`src/sv/krt_pkg.sv`:
```
// Shared types and constants for the keyed record table
package krt_pkg;

   localparam int CAPACITY = 64;
   localparam int ADDR_W   = $clog2(CAPACITY);
   localparam int CNT_W    = $clog2(CAPACITY + 1);
   localparam int KEY_W    = 32;
   localparam int VAL_W    = 16;
   localparam int OP_W     = 3;
   localparam int ST_W     = 2;
   localparam int REQ_DATA_W = 48;
   localparam int RSP_DATA_W = 56;

   localparam logic [CNT_W-1:0] CAP_CNT = CNT_W'(CAPACITY);
   localparam logic [CNT_W-1:0] CNT_ONE = CNT_W'(1);

   typedef logic [OP_W-1:0] op_type;
   typedef logic [ST_W-1:0] status_type;

   localparam op_type OP_ADD    = 3'd0;
   localparam op_type OP_SEARCH = 3'd1;
   localparam op_type OP_UPDATE = 3'd2;
   localparam op_type OP_DELETE = 3'd3;
   localparam op_type OP_LIST   = 3'd4;

   localparam status_type ST_OK        = 2'd0;
   localparam status_type ST_NOT_FOUND = 2'd1;
   localparam status_type ST_FULL      = 2'd2;
   localparam status_type ST_EMPTY     = 2'd3;

   typedef struct packed {
      logic signed [KEY_W-1:0] key;
      logic [VAL_W-1:0]        value;
   } record_type;

   typedef struct packed {
      logic              rd_en;
      logic [ADDR_W-1:0] rd_addr;
      logic              wr_en;
      logic [ADDR_W-1:0] wr_addr;
      record_type        wr_data;
   } mem_req_type;

   typedef struct packed {
      status_type              status;
      logic signed [KEY_W-1:0] key;
      logic [VAL_W-1:0]        value;
      logic                    last;
   } result_type;

   typedef enum logic [2:0] {
      S_IDLE,
      S_ADD,
      S_SCAN,
      S_SHIFT,
      S_LIST_RD,
      S_LIST_LD,
      S_EMIT
   } state_type;

endpackage

```
`src/sv/krt_store.sv`:
```
// Record memory: one write port, one read port with registered read data
module krt_store (
   input  logic                 clock,
   input  krt_pkg::mem_req_type mem_req,
   output krt_pkg::record_type  rd_data
);

   krt_pkg::record_type mem [krt_pkg::CAPACITY];
   krt_pkg::record_type rd_data_ff;

   always_ff @(posedge clock) begin
      if (mem_req.wr_en) begin
         mem[mem_req.wr_addr] <= mem_req.wr_data;
      end
      if (mem_req.rd_en) begin
         rd_data_ff <= mem[mem_req.rd_addr];
      end
   end

   assign rd_data = rd_data_ff;

endmodule

```
`src/sv/krt_out.sv`:
```
// Result output register stage
module krt_out (
   input  logic                        clock,
   input  logic                        reset,
   input  logic                        load,
   input  krt_pkg::result_type         result,
   input  logic [krt_pkg::CNT_W-1:0]   count,
   output logic                        free,
   output logic                        rsp_tvalid,
   input  logic                        rsp_tready,
   output logic [krt_pkg::RSP_DATA_W-1:0] rsp_tdata, // out_key, out_value, entries
   output logic [krt_pkg::ST_W-1:0]    rsp_tuser,    // status
   output logic                        rsp_tlast
);

   logic                           valid_ff;
   logic                           valid_in;
   logic [krt_pkg::RSP_DATA_W-1:0] data_ff;
   krt_pkg::status_type            status_ff;
   logic                           last_ff;

   assign free = !valid_ff || rsp_tready;

   always_comb begin
      if (load) begin
         valid_in = 1'b1;
      end else if (rsp_tready) begin
         valid_in = 1'b0;
      end else begin
         valid_in = valid_ff;
      end
   end

   always_ff @(posedge clock) begin
      if (reset) begin
         valid_ff <= 1'b0;
      end else begin
         valid_ff <= valid_in;
      end
   end

   always_ff @(posedge clock) begin
      if (load) begin
         data_ff   <= {1'b0, count, result.value, result.key};
         status_ff <= result.status;
         last_ff   <= result.last;
      end
   end

   assign rsp_tvalid = valid_ff;
   assign rsp_tdata  = data_ff;
   assign rsp_tuser  = status_ff;
   assign rsp_tlast  = last_ff;

endmodule

```
`src/sv/krt_seq.sv`:
```
// Operation sequencer with the shared key comparator and record walk counter
module krt_seq (
   input  logic                           clock,
   input  logic                           reset,
   input  logic                           req_tvalid,
   output logic                           req_tready,
   input  logic [krt_pkg::REQ_DATA_W-1:0] req_tdata,
   input  logic [krt_pkg::OP_W-1:0]       req_tuser,
   output krt_pkg::mem_req_type           mem_req,
   input  krt_pkg::record_type            rd_data,
   input  logic                           out_free,
   output logic                           out_load,
   output krt_pkg::result_type            result,
   output logic [krt_pkg::CNT_W-1:0]      count
);

   krt_pkg::state_type state_ff, state_in;
   krt_pkg::op_type    op_ff, op_in;
   logic signed [krt_pkg::KEY_W-1:0] key_ff, key_in;
   logic [krt_pkg::VAL_W-1:0]        value_ff, value_in;
   logic [krt_pkg::CNT_W-1:0]        count_ff, count_in;
   logic [krt_pkg::CNT_W-1:0]        idx_ff, idx_in;
   logic                             pend_ff, pend_in;
   logic [krt_pkg::CNT_W-1:0]        pend_idx_ff, pend_idx_in;
   krt_pkg::result_type              res_ff, res_in;

   logic accept;
   logic rd_more;
   logic hit;
   logic walk_done;
   logic [krt_pkg::CNT_W-1:0] pend_prev;

   assign accept    = req_tvalid && (state_ff == krt_pkg::S_IDLE);
   assign rd_more   = idx_ff < count_ff;
   assign hit       = pend_ff && (rd_data.key == key_ff);
   assign walk_done = !rd_more && !pend_ff;
   assign pend_prev = pend_idx_ff - krt_pkg::CNT_ONE;

   always_comb begin
      state_in = state_ff;
      unique case (state_ff)
         krt_pkg::S_IDLE: begin
            if (req_tvalid) begin
               priority case (req_tuser)
                  krt_pkg::OP_ADD: state_in = krt_pkg::S_ADD;
                  krt_pkg::OP_SEARCH,
                  krt_pkg::OP_UPDATE,
                  krt_pkg::OP_DELETE: state_in = krt_pkg::S_SCAN;
                  krt_pkg::OP_LIST: begin
                     state_in = (count_ff == '0) ? krt_pkg::S_EMIT : krt_pkg::S_LIST_RD;
                  end
                  default: state_in = krt_pkg::S_IDLE;
               endcase
            end
         end
         krt_pkg::S_ADD: state_in = krt_pkg::S_EMIT;
         krt_pkg::S_SCAN: begin
            if (hit) begin
               state_in = (op_ff == krt_pkg::OP_DELETE) ? krt_pkg::S_SHIFT : krt_pkg::S_EMIT;
            end else if (walk_done) begin
               state_in = krt_pkg::S_EMIT;
            end
         end
         krt_pkg::S_SHIFT: begin
            if (walk_done) begin
               state_in = krt_pkg::S_EMIT;
            end
         end
         krt_pkg::S_LIST_RD: state_in = krt_pkg::S_LIST_LD;
         krt_pkg::S_LIST_LD: state_in = krt_pkg::S_EMIT;
         krt_pkg::S_EMIT: begin
            if (out_free) begin
               state_in = res_ff.last ? krt_pkg::S_IDLE : krt_pkg::S_LIST_RD;
            end
         end
         default: state_in = krt_pkg::S_IDLE;
      endcase
   end

   always_comb begin
      req_tready = (state_ff == krt_pkg::S_IDLE);
      out_load   = (state_ff == krt_pkg::S_EMIT) && out_free;
      mem_req    = '0;
      unique case (state_ff)
         krt_pkg::S_ADD: begin
            mem_req.wr_en   = count_ff < krt_pkg::CAP_CNT;
            mem_req.wr_addr = count_ff[krt_pkg::ADDR_W-1:0];
            mem_req.wr_data = '{key: key_ff, value: value_ff};
         end
         krt_pkg::S_SCAN: begin
            mem_req.rd_en   = rd_more;
            mem_req.rd_addr = idx_ff[krt_pkg::ADDR_W-1:0];
            mem_req.wr_en   = hit && (op_ff == krt_pkg::OP_UPDATE);
            mem_req.wr_addr = pend_idx_ff[krt_pkg::ADDR_W-1:0];
            mem_req.wr_data = '{key: rd_data.key, value: value_ff};
         end
         krt_pkg::S_SHIFT: begin
            mem_req.rd_en   = rd_more;
            mem_req.rd_addr = idx_ff[krt_pkg::ADDR_W-1:0];
            mem_req.wr_en   = pend_ff;
            mem_req.wr_addr = pend_prev[krt_pkg::ADDR_W-1:0];
            mem_req.wr_data = rd_data;
         end
         krt_pkg::S_LIST_RD: begin
            mem_req.rd_en   = 1'b1;
            mem_req.rd_addr = idx_ff[krt_pkg::ADDR_W-1:0];
         end
         default: begin
            mem_req = '0;
         end
      endcase
   end

   always_comb begin
      op_in       = op_ff;
      key_in      = key_ff;
      value_in    = value_ff;
      count_in    = count_ff;
      idx_in      = idx_ff;
      pend_in     = 1'b0;
      pend_idx_in = pend_idx_ff;
      res_in      = res_ff;
      unique case (state_ff)
         krt_pkg::S_IDLE: begin
            if (accept) begin
               op_in    = req_tuser;
               key_in   = req_tdata[krt_pkg::KEY_W-1:0];
               value_in = req_tdata[krt_pkg::KEY_W +: krt_pkg::VAL_W];
               idx_in   = '0;
               res_in   = '{status: krt_pkg::ST_EMPTY, key: '0, value: '0, last: 1'b1};
            end
         end
         krt_pkg::S_ADD: begin
            if (count_ff < krt_pkg::CAP_CNT) begin
               count_in = count_ff + krt_pkg::CNT_ONE;
               res_in   = '{status: krt_pkg::ST_OK, key: '0, value: '0, last: 1'b1};
            end else begin
               res_in   = '{status: krt_pkg::ST_FULL, key: '0, value: '0, last: 1'b1};
            end
         end
         krt_pkg::S_SCAN: begin
            pend_in     = rd_more;
            pend_idx_in = idx_ff;
            idx_in      = rd_more ? idx_ff + krt_pkg::CNT_ONE : idx_ff;
            if (hit) begin
               pend_in = 1'b0;
               idx_in  = pend_idx_ff + krt_pkg::CNT_ONE;
               res_in  = '{status: krt_pkg::ST_OK, key: rd_data.key,
                           value: rd_data.value, last: 1'b1};
               if (op_ff == krt_pkg::OP_UPDATE) begin
                  res_in.value = value_ff;
               end
            end else if (walk_done) begin
               res_in = '{status: krt_pkg::ST_NOT_FOUND, key: '0, value: '0, last: 1'b1};
            end
         end
         krt_pkg::S_SHIFT: begin
            pend_in     = rd_more;
            pend_idx_in = idx_ff;
            idx_in      = rd_more ? idx_ff + krt_pkg::CNT_ONE : idx_ff;
            if (walk_done) begin
               count_in = count_ff - krt_pkg::CNT_ONE;
            end
         end
         krt_pkg::S_LIST_LD: begin
            res_in = '{status: krt_pkg::ST_OK, key: rd_data.key, value: rd_data.value,
                       last: (idx_ff + krt_pkg::CNT_ONE) == count_ff};
            idx_in = idx_ff + krt_pkg::CNT_ONE;
         end
         default: begin
            res_in = res_ff;
         end
      endcase
   end

   always_ff @(posedge clock) begin
      if (reset) begin
         state_ff <= krt_pkg::S_IDLE;
         count_ff <= '0;
         pend_ff  <= 1'b0;
      end else begin
         state_ff <= state_in;
         count_ff <= count_in;
         pend_ff  <= pend_in;
      end
   end

   always_ff @(posedge clock) begin
      op_ff       <= op_in;
      key_ff      <= key_in;
      value_ff    <= value_in;
      idx_ff      <= idx_in;
      pend_idx_ff <= pend_idx_in;
      res_ff      <= res_in;
   end

   assign result = res_ff;
   assign count  = count_ff;

endmodule

```
`src/sv/keyed_record_table_top.sv`:
```
// Keyed record table top level: sequencer, record memory and result register
// Each request transaction is one operation on a table of up to 64 key/value records kept in
// insertion order. The block takes one request at a time and drops req_tready until its last
// response has been loaded into the output register. Search and update walk the stored
// records through the single read port of the record memory, one per cycle. Delete walks
// to the first match and then shifts every later record down through the same port. List
// reads, loads and emits each record in turn and waits whenever the response side stalls.
// Operation codes 5 to 7 are consumed without a response. The memory needs no clearing
// after reset.
module keyed_record_table_top (
   input  logic                           clock,
   input  logic                           reset,
   input  logic                           req_tvalid,
   output logic                           req_tready,
   input  logic [krt_pkg::REQ_DATA_W-1:0] req_tdata,  // key, value
   input  logic [krt_pkg::OP_W-1:0]       req_tuser,  // op
   output logic                           rsp_tvalid,
   input  logic                           rsp_tready,
   output logic [krt_pkg::RSP_DATA_W-1:0] rsp_tdata,  // out_key, out_value, entries
   output logic [krt_pkg::ST_W-1:0]       rsp_tuser,  // status
   output logic                           rsp_tlast
);

   krt_pkg::mem_req_type mem_req;
   krt_pkg::record_type  rd_data;
   krt_pkg::result_type  result;
   logic                 out_free;
   logic                 out_load;
   logic [krt_pkg::CNT_W-1:0] count;

   krt_seq u_seq (
      .clock      (clock),
      .reset      (reset),
      .req_tvalid (req_tvalid),
      .req_tready (req_tready),
      .req_tdata  (req_tdata),
      .req_tuser  (req_tuser),
      .mem_req    (mem_req),
      .rd_data    (rd_data),
      .out_free   (out_free),
      .out_load   (out_load),
      .result     (result),
      .count      (count)
   );

   krt_store u_store (
      .clock   (clock),
      .mem_req (mem_req),
      .rd_data (rd_data)
   );

   krt_out u_out (
      .clock      (clock),
      .reset      (reset),
      .load       (out_load),
      .result     (result),
      .count      (count),
      .free       (out_free),
      .rsp_tvalid (rsp_tvalid),
      .rsp_tready (rsp_tready),
      .rsp_tdata  (rsp_tdata),
      .rsp_tuser  (rsp_tuser),
      .rsp_tlast  (rsp_tlast)
   );

endmodule

```
`config.mk`:
```
export PLATFORM = sky130hd
export DESIGN_NAME = keyed_record_table_top
export DESIGN_NICKNAME = d
export VERILOG_FILES = /design/src/sv/krt_pkg.sv /design/src/sv/krt_store.sv /design/src/sv/krt_out.sv /design/src/sv/krt_seq.sv /design/src/sv/keyed_record_table_top.sv
export SDC_FILE = /design/constraint.sdc
export NUM_CORES = 2
export LEC_CHECK = 0
export ABC_AREA = 1
export BUFFER_PORTS_ARGS = -buffer_cell sky130_fd_sc_hd__buf_2
export CELL_PAD_IN_SITES_DETAIL_PLACEMENT = 1
export CELL_PAD_IN_SITES_GLOBAL_PLACEMENT = 1
export CORE_ASPECT_RATIO = 1.75
export CORE_MARGIN = 2
export CORE_UTILIZATION = 45
export DETAILED_ROUTE_END_ITERATION = 8
export PLACE_DENSITY_LB_ADDON = 0.1
export SLEW_MARGIN = 20
export SYNTH_ARGS = -nofsm -noshare
export SYNTH_HDL_FRONTEND = slang
export SYNTH_SLANG_ARGS = --single-unit
```
`constraint.sdc`:
```
create_clock -name clock -period 12.8 [get_ports clock]
set_input_delay 0.64 -clock clock [delete_from_list [all_inputs] [get_ports clock]]
set_output_delay 0.64 -clock clock [all_outputs]
set_load 0.005 [all_outputs]
```
# [Word level (Yosys, flattened, before mapping)]
# Memory sizes are Yosys's and may differ from the RTL's. A register that Yosys moved wholly into a read port is not among the register bits.
# Cells that the tools add are included.
[classes] add_sub_neg=5 order_cmp=2 eq_ne=20 muxes=30 reduce_logical=24
[ops] operator="$mux 51" n=4
[ops] operator="$pmux 51 s4" n=1
[ops] operator="$pmux 55 s3" n=1
[ops] operator="$mux 7" n=5
[ops] operator="$eq 32x32->1" n=1
[ops] operator="$pmux 7 s2" n=2
[ops] operator="$pmux 7 s4" n=1
[ops] operator="$add 7x1->7 const B" n=3
[ops] operator="$eq 3x2->1 const B" n=6
[ops] operator="$mux 3" n=6
[ops] operator="$pmux 3 s6" n=1
[ops] operator="$mux 16" n=1
[ops] operator="$eq 3x3->1 const B" n=4
[ops] operator="$pmux 3 s3" n=1
[ops] operator="$ne 2x1->1 const B" n=4
[ops] operator="$reduce_bool 4->1" n=2
[ops] operator="$eq 7x7->1" n=1
[ops] operator="$logic_not 7->1" n=1
[ops] operator="$lt 7x7->1" n=1
[ops] operator="$lt 7x7->1 const B" n=1
[ops] operator="$sub 7x1->7 const B" n=1
[ops] operator="$eq 3x1->1 const B" n=2
[ops] operator="$logic_not 3->1" n=2
[ops] operator="$reduce_and 2->1" n=3
[ops] operator="13 further kinds" n=26
[word_totals] reg_bits=186 ram_bits=3072 inputBits=55 output_inout_bits=61 word_cells=98 mem_count=1
[memory_table] name="u_store.mem" words=64 width=48 rd=1 rd_ports_with_merged_regs=1 write_ports=1 line="krt_store.sv:8" source="krt_pkg::record_type mem [krt_pkg::CAPACITY];"

# [Longest topological paths before layout]
[logic_depth] word_depth=6 depth_mapped=16

# [By module]
# From an unflattened synthesis, not the netlist that was laid out.
[unflattened] hier_cells=10966 area_unflattened_um2=133516.8
[modules_own_cells] module="krt_store" instances=1 cells_each=10108 area_per_inst_um2=124811.0 seq_area_each_um2=93689.9
[modules_own_cells] module="krt_seq" instances=1 cells_each=793 area_per_inst_um2=6910.4 seq_area_each_um2=3703.6
[modules_own_cells] module="krt_out" instances=1 cells_each=65 area_per_inst_um2=1795.5 seq_area_each_um2=1761.7

# [Worst setup path before layout]
# Ideal clock, no wire load.
[synth_timing] kind="flip-flop to flip-flop" from="register u_seq.idx_ff[0] (netlist name)" to="register, netlist name u_store.rd_data[0]" setup_ns=0.520 arrival_ns=5.185 slack_ns=7.095 stages_incl_launch_ff=12 n_path_buf=5 period_less_slack_ns=5.705 path_cell_list="edfxtp_1 > buf_2 > buf_4 > buf_2 > buf_2 > inv_1 > ha_1 > o21ai_0 > nand2_1 > nand2_1 > clkbuf_1 > o21ai_0"
[synth_lines] item="from (decl)" line="krt_seq.sv:22" source="logic [krt_pkg::CNT_W-1:0] idx_ff, idx_in;"
[synth_lines] item="from (signal assigned)" line="krt_seq.sv:192" source="idx_ff <= idx_in;"

# [Worst setup path in the final report]
[layout_timing] from="register u_seq.state_ff[2]" to="register, netlist name u_store.rd_data[44]"
[layout_via] elab_chain_cells=3
[layout_rtl] item="from (decl)" line="krt_seq.sv:17" source="krt_pkg::state_type state_ff, state_in;"
[layout_rtl] item="from (signal assigned)" line="krt_seq.sv:178" source="state_ff <= krt_pkg::S_IDLE;"
[layout_rtl] item="from (signal assigned)" line="krt_seq.sv:182" source="state_ff <= state_in;"
[layout_rtl] item="$eq 3x2->1" line="krt_seq.sv:84" source="unique case (state_ff)"
[layout_rtl] item="$reduce_or 2->1 (no line)"
[layout_rtl] item="$pmux 7 s2 (*)" line="krt_seq.sv:84"
# Every way passes the cells marked *; elsewhere a longest branch is shown, timed or not.
# A chain may end at the register's enable or synchronous reset.

==> results_tabular.tex <==
\begin{tabular}{lr}
\hline
Metric & Value \\
\hline
\multicolumn{2}{l}{\textbf{Synthesis}} \\
Yosys top cell area share & 74.1\% \\
Synth Net Count & 10,600 \\
Library cells used by synthesis & 49 \\
Most instantiated library cell after synthesis & edfxtp\_1 \\
Top post-synthesis cells by count & edfxtp\_1, nand2\_1, nor2\_1 \\
Share of async-settable or async-resettable flops after synthesis & 0\% \\
Primary FF master, synth & edfxtp\_1 \\
Total of flip-flops plus latches after synthesis & 3,306 \\
Most area-consuming cells after synthesis & edfxtp\_1, nand2\_1, nand3\_1 \\
Summed instance area of the synthesized netlist & 0.133 mm2 \\
Post-synth EDFFs & 3,294 \\
Total number of yosys warnings & 0 \\
Sequential area share after synthesis & 74.3\% \\
Area leader, netlist & edfxtp\_1 \\
Average cell area after synthesis & 12.6 um2 \\
Number of instances in the synthesized netlist & 10,600 \\
\multicolumn{2}{l}{\textbf{Timing}} \\
Final hold violations & 0 \\
Final TNS setup & 0 ns \\
Final critical delay including setup and external delays & 6.62 ns \\
Peak clock frequency supported by timing & 151 MHz \\
Slack of the critical path & 6.18 ns \\
Setup repair after global routing missed its margin & false \\
Post-route clock period utilization & 51.7\% \\
Worst slew margin relative to its limit & 20.1\% \\
Final count of negative-setup-slack endpoints & 0 \\
Actual slew at the worst max-slew pin & 1.20 ns \\
Hold\_ws & 0.0768 ns \\
Max-slew violations & 0 \\
Clock skew & 0.0467 ns \\
\multicolumn{2}{l}{\textbf{Global route}} \\
Remaining Overflow, GRT & 0 \\
Number of global-route vias before repair & 92,400 \\
Gr usage total & 30.9\% \\
Global-route wire length before repair & 671 mm \\
Maximum number of pins on one net before global-route repair & 178 \\
Antenna violations before repair & 28 \\
\multicolumn{2}{l}{\textbf{CTS}} \\
Clock latency of the later-clocked register in the worst-skew pair & 0.92 ns \\
Root Buffer Master & clkbuf\_16 \\
TritonCTS clock tree & done \\
Number of levels the H-tree was split into & 5 \\
Clock sink total & 3,306 \\
Number of buffers inserted during clock tree synthesis & 313 \\
Post-cts gate resize count & 0 \\
Worst-case clock buffer depth & 4 \\
CTS clk-pin slew, worst paths & 0.07 ns \\
\multicolumn{2}{l}{\textbf{Setup path}} \\
Biggest cell delay along the critical path & 0.89 ns \\
CP Data Arrival Time & 7.32 ns \\
Kind of cell adding the most delay to the critical path & buffers and inverters \\
Worst Path Buf+Inv & 5 \\
CP startpoint kind & flip-flop \\
Max stage delay cell, worst path & buf\_4 \\
Setup CP Type & reg2reg \\
Crit-path max FO & 146 \\
Crit. End Element & flip-flop \\
Cell chain of the critical path & inv\_2 -> nand2\_4 -> nand2\_4 -> nand2\_8 -> buf\_12 -> buf\_4 -> buf\_4 -> buf\_4 -> nand2\_1 -> nand3\_1 -> nand2\_1 -> nand2\_1 -> nand3\_1 -> nand3\_1 -> nand3\_1 -> nand2\_1 \\
Required time reported for the critical path endpoint & 13.51 ns \\
\multicolumn{2}{l}{\textbf{Layout}} \\
P\&R area growth vs syn & 11.7\% \\
Fraction of layout cells with a size suffix above 1 & 8.90\% \\
Post-layout net count & 10,700 \\
\multicolumn{2}{l}{\textbf{Drt}} \\
Average wire per cell in the routed design & 32.1 um \\
Number of vias after detailed routing & 88,600 \\
DR pass1 iterations & 6 \\
Initial detailed-routing violation count & 8,907 \\
Post-detailed-routing wire length & 471 mm \\
DRC & 0 \\
Count of antenna-violating nets left after detailed routing & 0 \\
Vias per Instance & 6.03 \\
\multicolumn{2}{l}{\textbf{Pwr}} \\
Sw frac & 33.8\% \\
Worst IR Drop VDD & 161 uV \\
Leakage component of the power & 52.2 nW \\
Combinational group share of total power & 24.0\% \\
Internal power & 0.0195 W \\
Power consumption & 0.0295 W \\
Power share of the sequential group & 44.0\% \\
Switching power of the nets & 0.00996 W \\
Pwr dens & 197 mW/mm2 \\
Clock power share & 32.0\% \\
\multicolumn{2}{l}{\textbf{Placed design}} \\
Final HPWL DP & 260 mm \\
Last weighted congestion value of the routability-driven placer & 0.848 \\
PortBufs & 114 \\
Post-Place Worst Slack & 6.38 ns \\
\multicolumn{2}{l}{\textbf{Floorplanning}} \\
Area enclosed by the die boundary & 0.301 mm2 \\
Cell Rows & 264 \\
Total I/O pin count & 116 \\
Floorplan Core Area & 0.295 mm2 \\
Die Y-Extent & 724 um \\
Die W & 416 um \\
Initial core utilization & 45.2\% \\
\multicolumn{2}{l}{\textbf{Outcome}} \\
Outcome & finished, final reports clean \\
\multicolumn{2}{l}{\textbf{Hold path}} \\
Worst min-delay path category & in2reg \\
\multicolumn{2}{l}{\textbf{Run}} \\
Max capacitance violation total & 0 \\
\hline
\end{tabular}
==> power by group through the flow <==
stage / Combinational [W] / Sequential (W) / Clock (W)
2_1_floorplan: 0.00393 / 0.0131 / 0
3_3_place_gp: 0.00687 / 0.0132 / 0
3_5_place_dp: 0.00701 / 0.0132 / 0
4_1_cts: 0.00705 / 0.0130 / 0.00953
5_1_grt: 0.00757 / 0.0130 / 0.00988
6_report: 0.00707 / 0.0130 / 0.00942
==> path summary, 6_finish.rpt <==
| kind | startpoint | end | slack, ns | depth (start not counted) |
|---|---|---|---|---|
| min | reset | u_out.rsp_tvalid | 0.08 | 2 |
| max | u_seq.state_ff[2] | u_store.rd_data[44] | 6.18 | 16 |
| max reg2reg | u_seq.state_ff[2] | u_store.rd_data[44] | 6.18 | 16 |
| min reg2reg | u_seq.result[10] | u_out.rsp_tdata[41] | 0.42 | 0 |
==> sequential cells by signal (all words and copies together), names as in the netlist, 7 cells and up <==
| name | count |
|---|---|
| u_store.mem | 3072 |
| u_out.rsp_tdata | 55 |
| u_seq.result | 51 |
| u_store.rd_data | 48 |
| u_seq.key_ff | 32 |
| u_seq.value_ff | 16 |
| u_seq.count | 7 |
| u_seq.idx_ff | 7 |
| u_seq.pend_idx_ff | 7 |
==> cell families after synthesis <==
| kind of cell | Yosys count | share of synthesized area (%) |
|---|---|---|
| AO/OA/AOI/OAI | 1634 | 7.73 |
| XOR/XNOR | 22 | 0.144 |
| adder cells (fa/ha/maj) | 16 | 0.156 |
| buffers and inverters | 1133 | 3.62 |
| flip-flops | 3306 | 74.3 |
| multiplexers | 1 | 0.00750 |
| other | 1 | 0.00281 |
| AND/OR/NAND/NOR | 4463 | 14.1 |
==> worst reg2reg max path, cell delays in order, from the launching register on <==
cell,delay [ns]
dfxtp_1,0.52
inv_2,0.13
nand2_4,0.47
nand2_4,0.25
nand2_8,0.44
buf_12,0.53
buf_4,1.00
buf_4,0.95
buf_4,0.80
nand2_1,0.14
nand3_1,0.12
nand2_1,0.07
nand2_1,0.06
nand3_1,0.10
nand3_1,0.14
nand3_1,0.34
nand2_1,0.37
==> final cells by class <==
class                      count  area (um2)
antenna                       10        25.0
clock buffer                 383        8290
clock inverter               167        1680
fill                       29600      146000
inverter                     442        1700
multi-input combinational   6137       30600
sequential                  3306       99200
tap                         3857        4830
timing repair buffer         387        2920
==> timing repair <==
action	4_1_cts	5_1_grt
setup buffers	0	0
endpoints found under the hold margin	51	0
hold buffers	51	0
==> metal layers <==
layer | up-vias | wire length (um) | GRT usage (%)
li1 | 38200 | - | -
met1 | 46200 | 175000 | 36.8
met2 | 3239 | 240000 | 54.7
met3 | 953 | 29300 | 4.35
met4 | 10 | 26200 | 15.4
met5 | - | 78 | 0
==> cells in the final DEF (no fill, tap or decap), types with 12 or more instances in the layout <==
cell type,n
bufinv_16,33
clkinv_1,68
o21ai_1,150
o21ai_0,606
o22ai_4,27
o211ai_1,745
dlygate4sd3_1,51
a21oi_1,21
buf_2,114
o221ai_1,34
buf_4,208
nand2_1,1766
dfxtp_1,12
edfxtp_1,3294
clkinv_2,45
clkbuf_1,61
nor2_4,70
nor2_1,1208
nand4_1,16
or2_1,56
inv_1,430
buf_12,14
xor2_1,13
or2_2,62
a22oi_2,16
nand3_1,1259
clkbuf_16,322
ha_1,15
==> stage by stage <==
| step | std cells | utilization (%) | cell area, um2 |
|---|---|---|---|
| final | 14700 | 50.5 | 149000 |
| after global routing | 14700 | 50.5 | 149000 |
| after CTS | 14700 | 50.5 | 149000 |
| after detailed placement | 14100 | 47.0 | 139000 |
| after global placement | 14100 | 47.0 | 139000 |
| after floorplan | 10600 | - | 133000 |
Note: power is estimated with default switching activity, not from simulation.
